[src/rtl/rtba_pkg.sv]
package rtba_pkg;

    localparam int STORE_BYTES_DEF = 4096;
    localparam int MAX_FIELDS_DEF  = 16;

    typedef enum logic [2:0] {
        ACT_ADD_FIELD  = 3'd0,
        ACT_CLEAR      = 3'd1,
        ACT_LOAD_BYTE  = 3'd2,
        ACT_GET_BITS   = 3'd3,
        ACT_SET_BITS   = 3'd4,
        ACT_GET_WORD   = 3'd5,
        ACT_SET_WORD   = 3'd6,
        ACT_NOP        = 3'd7
    } act_t;

    typedef enum logic [1:0] {
        ST_OK      = 2'd0,
        ST_NOFIELD = 2'd1,
        ST_RANGE   = 2'd2,
        ST_FULL    = 2'd3
    } st_t;

    localparam logic CFG_ENTRY_COUNT = 1'b0;
    localparam logic CFG_ENTRY_SIZE  = 1'b1;

    typedef enum logic [3:0] {
        S_IDLE,
        S_DISPATCH,
        S_SCAN_RD,
        S_SCAN_CMP,
        S_MUL,
        S_ADD,
        S_CHECK,
        S_ACCESS,
        S_DONE
    } state_t;

    typedef struct packed {
        act_t        action;
        logic [31:0] field_key;
        logic [31:0] field_mask;
        logic [15:0] field_start;
        logic [4:0]  field_shift;
        logic [15:0] rec_index;
        logic [11:0] byte_offset;
        logic [7:0]  byte_value;
        logic [31:0] write_value;
    } item_t;

    typedef struct packed {
        logic [31:0] key;
        logic [31:0] mask;
        logic [15:0] start;
        logic [4:0]  shift;
    } desc_t;

    typedef struct packed {
        logic item_load;
        logic desc_add;
        logic desc_clear;
        logic byte_load;
        logic scan_clr;
        logic scan_rd;
        logic scan_inc;
        logic do_mul;
        logic do_add;
        logic store_rd;
        logic store_wr;
        logic rd_capture;
        logic st_set;
        st_t  st_code;
        logic res_load;
    } cmd_t;

    typedef struct packed {
        act_t action;
        logic full;
        logic boff_ok;
        logic scan_end;
        logic key_match;
        logic in_range;
        logic res_busy;
    } sts_t;

endpackage

[src/rtl/rtba_ctrl.sv]
module rtba_ctrl import rtba_pkg::*; (
    input  logic clk,
    input  logic rst_n,
    input  logic in_valid,
    output logic in_ready,
    input  sts_t sts,
    output cmd_t cmd
);
    state_t state_reg, state_next;

    always_ff @(posedge clk or negedge rst_n)
    begin
        if (!rst_n)
        begin
            state_reg <= S_IDLE;
        end
        else
        begin
            state_reg <= state_next;
        end
    end

    always_comb
    begin
        state_next = state_reg;
        unique case (state_reg)
            S_IDLE:
            begin
                if (in_valid)
                begin
                    state_next = S_DISPATCH;
                end
            end
            S_DISPATCH:
            begin
                case (sts.action) inside
                    ACT_GET_BITS, ACT_SET_BITS, ACT_GET_WORD, ACT_SET_WORD:
                        state_next = S_SCAN_RD;
                    default:
                        state_next = S_DONE;
                endcase
            end
            S_SCAN_RD:  state_next = sts.scan_end ? S_DONE : S_SCAN_CMP;
            S_SCAN_CMP: state_next = sts.key_match ? S_MUL : S_SCAN_RD;
            S_MUL:      state_next = S_ADD;
            S_ADD:      state_next = S_CHECK;
            S_CHECK:    state_next = sts.in_range ? S_ACCESS : S_DONE;
            S_ACCESS:   state_next = S_DONE;
            S_DONE:
            begin
                if (!sts.res_busy)
                begin
                    state_next = S_IDLE;
                end
            end
            default:    state_next = S_IDLE;
        endcase
    end

    always_comb
    begin
        cmd = '0;
        cmd.st_code = ST_OK;
        in_ready = 1'b0;
        unique case (state_reg)
            S_IDLE:
            begin
                in_ready = 1'b1;
                cmd.item_load = in_valid;
            end
            S_DISPATCH:
            begin
                unique case (sts.action)
                    ACT_ADD_FIELD:
                    begin
                        if (sts.full)
                        begin
                            cmd.st_set  = 1'b1;
                            cmd.st_code = ST_FULL;
                        end
                        else
                        begin
                            cmd.desc_add = 1'b1;
                        end
                    end
                    ACT_CLEAR: cmd.desc_clear = 1'b1;
                    ACT_LOAD_BYTE:
                    begin
                        if (sts.boff_ok)
                        begin
                            cmd.byte_load = 1'b1;
                        end
                        else
                        begin
                            cmd.st_set  = 1'b1;
                            cmd.st_code = ST_RANGE;
                        end
                    end
                    ACT_GET_BITS, ACT_SET_BITS, ACT_GET_WORD, ACT_SET_WORD:
                        cmd.scan_clr = 1'b1;
                    default: ;
                endcase
            end
            S_SCAN_RD:
            begin
                if (sts.scan_end)
                begin
                    cmd.st_set  = 1'b1;
                    cmd.st_code = ST_NOFIELD;
                end
                else
                begin
                    cmd.scan_rd = 1'b1;
                end
            end
            S_SCAN_CMP: cmd.scan_inc = !sts.key_match;
            S_MUL:      cmd.do_mul = 1'b1;
            S_ADD:      cmd.do_add = 1'b1;
            S_CHECK:
            begin
                if (sts.in_range)
                begin
                    cmd.store_rd = 1'b1;
                end
                else
                begin
                    cmd.st_set  = 1'b1;
                    cmd.st_code = ST_RANGE;
                end
            end
            S_ACCESS:
            begin
                if (sts.action == ACT_SET_BITS || sts.action == ACT_SET_WORD)
                begin
                    cmd.store_wr = 1'b1;
                end
                else
                begin
                    cmd.rd_capture = 1'b1;
                end
            end
            S_DONE:     cmd.res_load = !sts.res_busy;
            default: ;
        endcase
    end
endmodule

[config.mk]
export PLATFORM = sky130hd
export DESIGN_NAME = rtba_ctrl
export DESIGN_NICKNAME = d
export VERILOG_FILES = /design/src/rtl/rtba_pkg.sv /design/src/rtl/rtba_ctrl.sv
export SDC_FILE = /design/constraint.sdc
export NUM_CORES = 1
export LEC_CHECK = 0
export CORE_AREA = 2 2 39 41
export DETAILED_ROUTE_END_ITERATION = 10
export DIE_AREA = 0 0 41 43
export DONT_BUFFER_PORTS = 1
export REMOVE_ABC_BUFFERS = 1
export SLEW_MARGIN = 40
export SYNTH_ARGS = -nofsm -noshare
export SYNTH_HDL_FRONTEND = slang
export SYNTH_SLANG_ARGS = --single-unit
[constraint.sdc]
create_clock -name clk -period 2.4 [get_ports clk]
set_input_delay 0.48 -clock clk [delete_from_list [all_inputs] [get_ports clk]]
set_output_delay 0.48 -clock clk [all_outputs]
set_load 0.1 [all_outputs]
==> Word-level counts from Yosys, hierarchy flattened <==
Cells that the tools add are included.
{ "totals": {"mem_count": 0, "out_inout_bits": 17, "romBits": 0, "mem_bits_rw": 0, "elab_cells": 57, "latchBits": 0, "inputBits": 12, "regBits": 4} }
{ "op_classes": {"n_eq_ne": 16, "magnitude_cmp": 0, "n_shift": 0, "n_div": 0, "n_mux": 33, "bitwise_logic": 0, "multipliers": 0, "reduce_logical": 7, "add_sub_neg": 0} }
{ "ops": {"columns": ["op", "n"], "rows": [
  ["$pmux W4 S9", 1],
  ["$mux W4", 6],
  ["$mux W1", 18],
  ["$eq A4 B3 Y1 const B", 4],
  ["$mux W3", 5],
  ["$eq A3 B3 Y1 const B", 3],
  ["$pmux W3 S3", 1],
  ["$eq A4 B2 Y1 const B", 2],
  ["$eq A3 B2 Y1 const B", 2],
  ["$pmux W3 S2", 1],
  ["$eq A4 B1 Y1 const B", 1],
  ["$eq A4 B4 Y1 const B", 1],
  ["$logic_not A4 Y1", 1],
  ["$ne A2 B2 Y1 const B", 2],
  ["$reduce_or A4 Y1", 1],
  ["$eq A3 B1 Y1 const B", 1],
  ["$logic_not A3 Y1", 1],
  ["$logic_not A1 Y1", 2],
  ["$mux W2", 1],
  ["$reduce_and A2 Y1", 1],
  ["$logic_or A1 B1 Y1", 1]
]} }

==> Longest topological paths before layout <==
Gate-level depths: netlist of the first run.
{ "depth": {"depth_word": 4, "mapped_depth": 4, "mapped_depth_nobuf": 3} }

==> Worst setup path after synthesis of the first run <==
Ideal clock, no wire load.
{ "synth_path": {"path_type": "reg-to-output", "startpoint": "register state_reg[1]", "endpoint": "output port cmd[15] in the netlist's numbering", "required_ns": 1.920, "path_stages_with_launch": 4, "t_arrival_ns": 4.560, "setup_slack_ns": -2.640, "path_buffers": 1, "path_cell_list": "dfrtp_1 clkbuf_1 nor4_1 and2_1"} }
{ "synth_rtl": {"columns": ["element", "line_no", "source"], "rows": [
  ["start: declaration", "rtba_ctrl.sv:9", "state_t state_reg, state_next;"],
  ["start signal: assignment", "rtba_ctrl.sv:19", "state_reg <= state_next;"],
  ["end: declaration", "rtba_ctrl.sv:7", "output cmd_t cmd"]
]} }

==> results.json, run 1 <==
{
  "syn_area_um2": 467,
  "fin_util": 0.732,
  "cts_tree": "done",
  "ant_nets": 0,
  "synth.avg_cell_area_um2": 7.91,
  "hold_end": "state_reg[3]",
  "cts.sinks": 4,
  "ys_seq_elements": 4,
  "routedWlPerCell_um": 16.4,
  "crit_path_max_incr_delay_ns": 0.57,
  "largest_register_ffs": 4,
  "clk_latency_ns": 0.24,
  "register_area_um2": 100,
  "drt_iter0_drc": 24,
  "leakage_nw": 0.403,
  "r2r-end": "state_reg[0]",
  "clock.fmax_mhz": 413,
  "antenna_found_initial": 0,
  "htree_levels": 1,
  "core_area_um2": 1380,
  "grt_pass1_vias": 612,
  "hold_slack_ns": 0.455,
  "switchingPower_mw": 0.723,
  "worst_setup_path_start_kind": "flop",
  "drt_wl_total_um": 1610,
  "io_buffers": 0,
  "fin_setup_tns_ns": -0.0534,
  "max_slew_margin": 0.681,
  "cp_slowest_cell": "or4b_4",
  "drc": 0,
  "crit_path_end_kind": "primary output",
  "die_area_um2": 1760,
  "multi_input_area_um2": 435,
  "synthArstFlopShare": 1.00,
  "fin_nets": 96,
  "ys_seq_area_frac": 0.214,
  "filler_cell_count": 90,
  "yosys_warnings": 0,
  "cp.required_ns": 1.92,
  "grt_usage": 0.206,
  "clk_pin_slew_ns": 0.04,
  "num_rows": 14,
  "n_antenna_cell": 0,
  "worstMarginPinSlew_ns": 0.478,
  "p_clk_frac": 0.069,
  "hold_depth": 2,
  "status": "finished, violations left",
  "layout-drive-gt1-share": 0.537,
  "die_height_um": 43,
  "syn_inst": 59,
  "worstPathCellList": "or4b_4, or3_4, nor2_2, buf_12",
  "root_buffer": "clkbuf_4",
  "r2r_setup_slack_ns": 0.82,
  "grt_pass1_wl_um": 2550,
  "switching_share": 0.585,
  "violations": "negative setup slack",
  "ios": 29,
  "min-delay-start": "sts[0]",
  "finalHoldViolations": 0,
  "combPwrFrac": 0.840,
  "worstSetupPathType": "reg2out",
  "p_seq_frac": 0.091,
  "ys.flop_type": "dfrtp_1",
  "clk_path_buf_depth": 2,
  "min_path_type": "in2reg",
  "synth_edf_count": 0,
  "drv_slew": 0,
  "final_cell_mix": "clkbuf_16, buf_4, buf_12",
  "crit-reg2reg-launch": "state_reg[0]",
  "avgViaCountPerCell": 6.06,
  "totalPowerFinal_mw": 1.24,
  "die_w_um": 41,
  "grt-ovfl-total": 0,
  "powerDensity_nw_per_um2": 1220,
  "rsz0062_at_grt": "true",
  "clock_skew_ns": 0.00903,
  "vdd_ir_drop_max_mv": 1.07,
  "num_vias": 594,
  "crit_fanout": 4,
  "grt_max_degree": 15,
  "dpl.hpwl_um": 1210,
  "start_util": 0.337,
  "arrival_ns": 1.94,
  "syn_to_final_growth_pct": 117,
  "cts_buffers": 3,
  "gp_congestion": 0.880,
  "synth_cell_types": 33,
  "worst_slack_ns": -0.0185,
  "layout_commonest_cell": "clkbuf_16",
  "dr.pass1.iters": 4,
  "drv_cap": 0,
  "internal-power_mw": 0.513,
  "setup_violations": 4,
  "reg2reg_depth": 4,
  "period_share": 1.01,
  "fin_crit_ns": 2.42
}
worst max-delay path, delay by kind of cell (launching register included):
family                 cells  cell delay, ns
buffers and inverters      1            0.19
and+or+nand+nor            3            1.14
DFF                        1            0.38
synthesized netlist by cell type (all sizes together), types with 2 or more instances:
library cell / instances / share of area
nand2b: 4 / 0.054
nor4: 5 / 0.067
buf: 2 / 0.040
nor2b: 3 / 0.040
nand2: 4 / 0.032
clkbuf: 2 / 0.016
nor3: 4 / 0.054
a2111o: 2 / 0.048
inv: 4 / 0.032
nor2: 4 / 0.032
o311ai: 2 / 0.038
dfrtp: 4 / 0.21
cell families (layout without fill, tap and decap cells):
| family | Yosys count | after routing | share of synthesized area |
|---|---|---|---|
| compound gates | 12 | 12 | 0.220 |
| buf+inv | 8 | 31 | 0.0885 |
| flops | 4 | 4 | 0.214 |
| simple gates | 35 | 35 | 0.477 |
per-stage QoR:
step	cells	setup WS [ns]	instance area, um^2
finish	98	-0.0185	1010
global route	98	-0.0627	1010
global placement	92	0.245	940
floorplan	55	-2.55	440
detailed placement	92	0.196	940
CTS	98	-0.0168	1010
worst max path at each step:
stage	start	endpoint	slack, ns	cells past startpoint
after floorplan	state_reg[1]	cmd[15]	-2.55	2
after global placement	state_reg[1]	cmd[1]	0.24	4
after detailed placement	state_reg[1]	cmd[1]	0.20	4
after CTS	state_reg[1]	cmd[14]	-0.02	4
after global routing	state_reg[1]	cmd[14]	-0.06	4
final	state_reg[1]	cmd[12]	-0.02	4
metal layers:
| metal | up-vias | wire length [um] | part of all wire | global-route usage |
|---|---|---|---|---|
| li1 | 272 | - | - | - |
| met1 | 289 | 650 | 0.40 | 0.257 |
| met2 | 30 | 834 | 0.52 | 0.341 |
| met3 | 3 | 104 | 0.065 | 0.0262 |
| met4 | 0 | 17 | 0.011 | 0.0800 |
| met5 | - | 0 | 0 | 0 |
cell type report:
cell class / instances / share of cell area
multi-input cells: 47 / 0.430
clock buffers: 3 / 0.0222
inverters: 4 / 0.0148
well taps: 16 / 0.0198
flip-flops and latches: 4 / 0.0988
repair buffers: 24 / 0.415
power groups by stage:
stage / combinational, mW / clock, mW / sequential, mW
finish: 1.04 / 0.0850 / 0.113
global route: 1.09 / 0.0896 / 0.115
CTS: 1.03 / 0.0844 / 0.113
detailed placement: 0.982 / 0 / 0.114
global placement: 0.971 / 0 / 0.110
floorplan: 0.535 / 0 / 0.154
what timing repair did:
item,in CTS,in global routing
buffers inserted,2,0
resized for setup,3,0
pin swaps,1,0
endpoints found under the setup margin,4,4
hold endpoints to repair,4,0
hold buffers,1,0
No activity file was read; power rests on OpenSTA's default activity.
==> inputs of run 2 (changes only) <==
Clock period 2.4 ns to 3.1 ns, I/O delays scaled along.
==> run 2 against run 1 <==
The flow now finishes without violations. Hold slack got worse by 0.39 ns. Clock-buffer cell count is the same. Combinational power decreased by 34%. Flip-flop and latch count unchanged. Register-to-register slack gained 0.59 ns. Non-clock buffer count decreased by 6. Sequential power up 9%. Final cell count fell by 6.1%. Utilization down 9.9 points. Critical endpoint is now cmd[1]. Largest power group unchanged.
==> results.json, run 2 (same netlist as run 1, synthesis figures left out) <==
{
  "status": "finished clean",
  "num_rows": 14,
  "die_area_um2": 1760,
  "final_cell_mix": "clkbuf_16, buf_4",
  "fin_setup_tns_ns": 0,
  "ios": 29,
  "gp_congestion": 0.824,
  "worstMarginPinSlew_ns": 0.413,
  "finalHoldViolations": 0,
  "io_buffers": 0,
  "setup_violations": 0,
  "vdd_ir_drop_max_mv": 0.848,
  "n_antenna_cell": 0,
  "r2r_setup_slack_ns": 1.41,
  "cp.required_ns": 2.48,
  "r2r-end": "state_reg[0]",
  "hold_slack_ns": 0.0635,
  "layout_commonest_cell": "clkbuf_16",
  "holdBufCountCts": 0,
  "filler_cell_count": 110,
  "grt_pass1_vias": 468,
  "endpoint": "cmd[1]",
  "crit_path_end_kind": "primary output",
  "dpl.hpwl_um": 1100,
  "clk_path_buf_depth": 2,
  "min_path_type": "in2async",
  "crit-reg2reg-launch": "state_reg[1]",
  "crit_fanout": 12,
  "routedWlPerCell_um": 16.0,
  "grt_max_degree": 15,
  "drc": 0,
  "drt_iter0_drc": 4,
  "clock_skew_ns": 0.00209,
  "die_w_um": 41,
  "cts_tree": "done",
  "grt_usage": 0.179,
  "period_share": 0.917,
  "powerDensity_nw_per_um2": 1000,
  "grt_pass1_wl_um": 1960,
  "rsz0062_at_grt": "false",
  "cts.sinks": 4,
  "ant_nets": 0,
  "startpoint": "state_reg[1]",
  "drv_slew": 0,
  "cts_setup_buffers": 0,
  "worstSetupPathType": "reg2out",
  "fin_util": 0.634,
  "reg2reg_depth": 3,
  "worst_setup_path_start_kind": "flop",
  "largest_register_ffs": 4,
  "die_height_um": 43,
  "max_slew_margin": 0.724,
  "dr.pass1.iters": 4,
  "clk_pin_slew_ns": 0.04,
  "fin_nets": 90,
  "start_util": 0.337,
  "drt_wl_total_um": 1470,
  "root_buffer": "clkbuf_4",
  "grt-ovfl-total": 0,
  "layout-drive-gt1-share": 0.513,
  "num_vias": 543,
  "clk_latency_ns": 0.25,
  "fin_crit_ns": 2.84,
  "core_area_um2": 1380,
  "arrival_ns": 2.22,
  "htree_levels": 1,
  "clock.fmax_mhz": 352,
  "leakage_nw": 0.337,
  "post_cts_resized": 0,
  "antenna_found_initial": 0,
  "cts_buffers": 3,
  "syn_to_final_growth_pct": 87.9,
  "avgViaCountPerCell": 5.90,
  "drv_cap": 0
}
==> run 2: cell count changes in the layout (fill, tap and decap cells not counted) <==
cell	previous run	this run
o21ai_4	1	0
buf_12	5	0
o21ai_2	0	1
o311ai_2	0	1
nor4b_4	1	0
nor4b_2	0	1
o311ai_4	1	0
dlygate4sd3_1	1	0
==> run 2: layer usage <==
metal / share of wire / GRT usage
met3: 0.088 / 0.0576
met2: 0.48 / 0.256
met4: 0.032 / 0.160
met5: 0 / 0
met1: 0.40 / 0.197
==> run 2: worst min path at each step <==
stage	start	end	slack, ns	cells past startpoint
floorplan	rst_n	state_reg[0]	0.32	0
global placement	rst_n	state_reg[2]	0.32	0
detailed placement	rst_n	state_reg[0]	0.32	0
CTS	rst_n	state_reg[1]	0.06	0
global route	rst_n	state_reg[3]	0.06	0
finish	rst_n	state_reg[1]	0.06	0
==> run 2: power breakdown <==
part	switching, mW	total, mW	internal (mW)
combinational	0.464	0.683	0.219
clock	0.0273	0.0710	0.0437
sequential	0.0493	0.123	0.0738
==> run 2: through the flow <==
stage / instance area (um^2) / worst slack (ns) / total power, mW / instances
finish: 877 / 0.258 / 0.877 / 92
global route: 877 / 0.221 / 0.907 / 92
CTS: 877 / 0.263 / 0.878 / 92
detailed placement: 855 / 0.527 / 0.803 / 89
global placement: 855 / 0.578 / 0.793 / 89
floorplan: 440 / -1.99 / 0.561 / 55
==> run 2: cell type report <==
class	count	area (um^2)	area share
Timing Repair Buffer	18	310	0.354
Clock buffer	3	22.5	0.0257
Inverter	4	15.0	0.0171
Sequential cell	4	100	0.114
Tap cell	16	20.0	0.0228
Multi-Input combinational cell	47	409	0.466
==> run 2: critical path, stage by stage, from the launching register on <==
cell     delay [ns]
dfrtp_1        0.52
or4b_4         0.64
or3_4          0.38
o21ai_2        0.14
buf_4          0.29
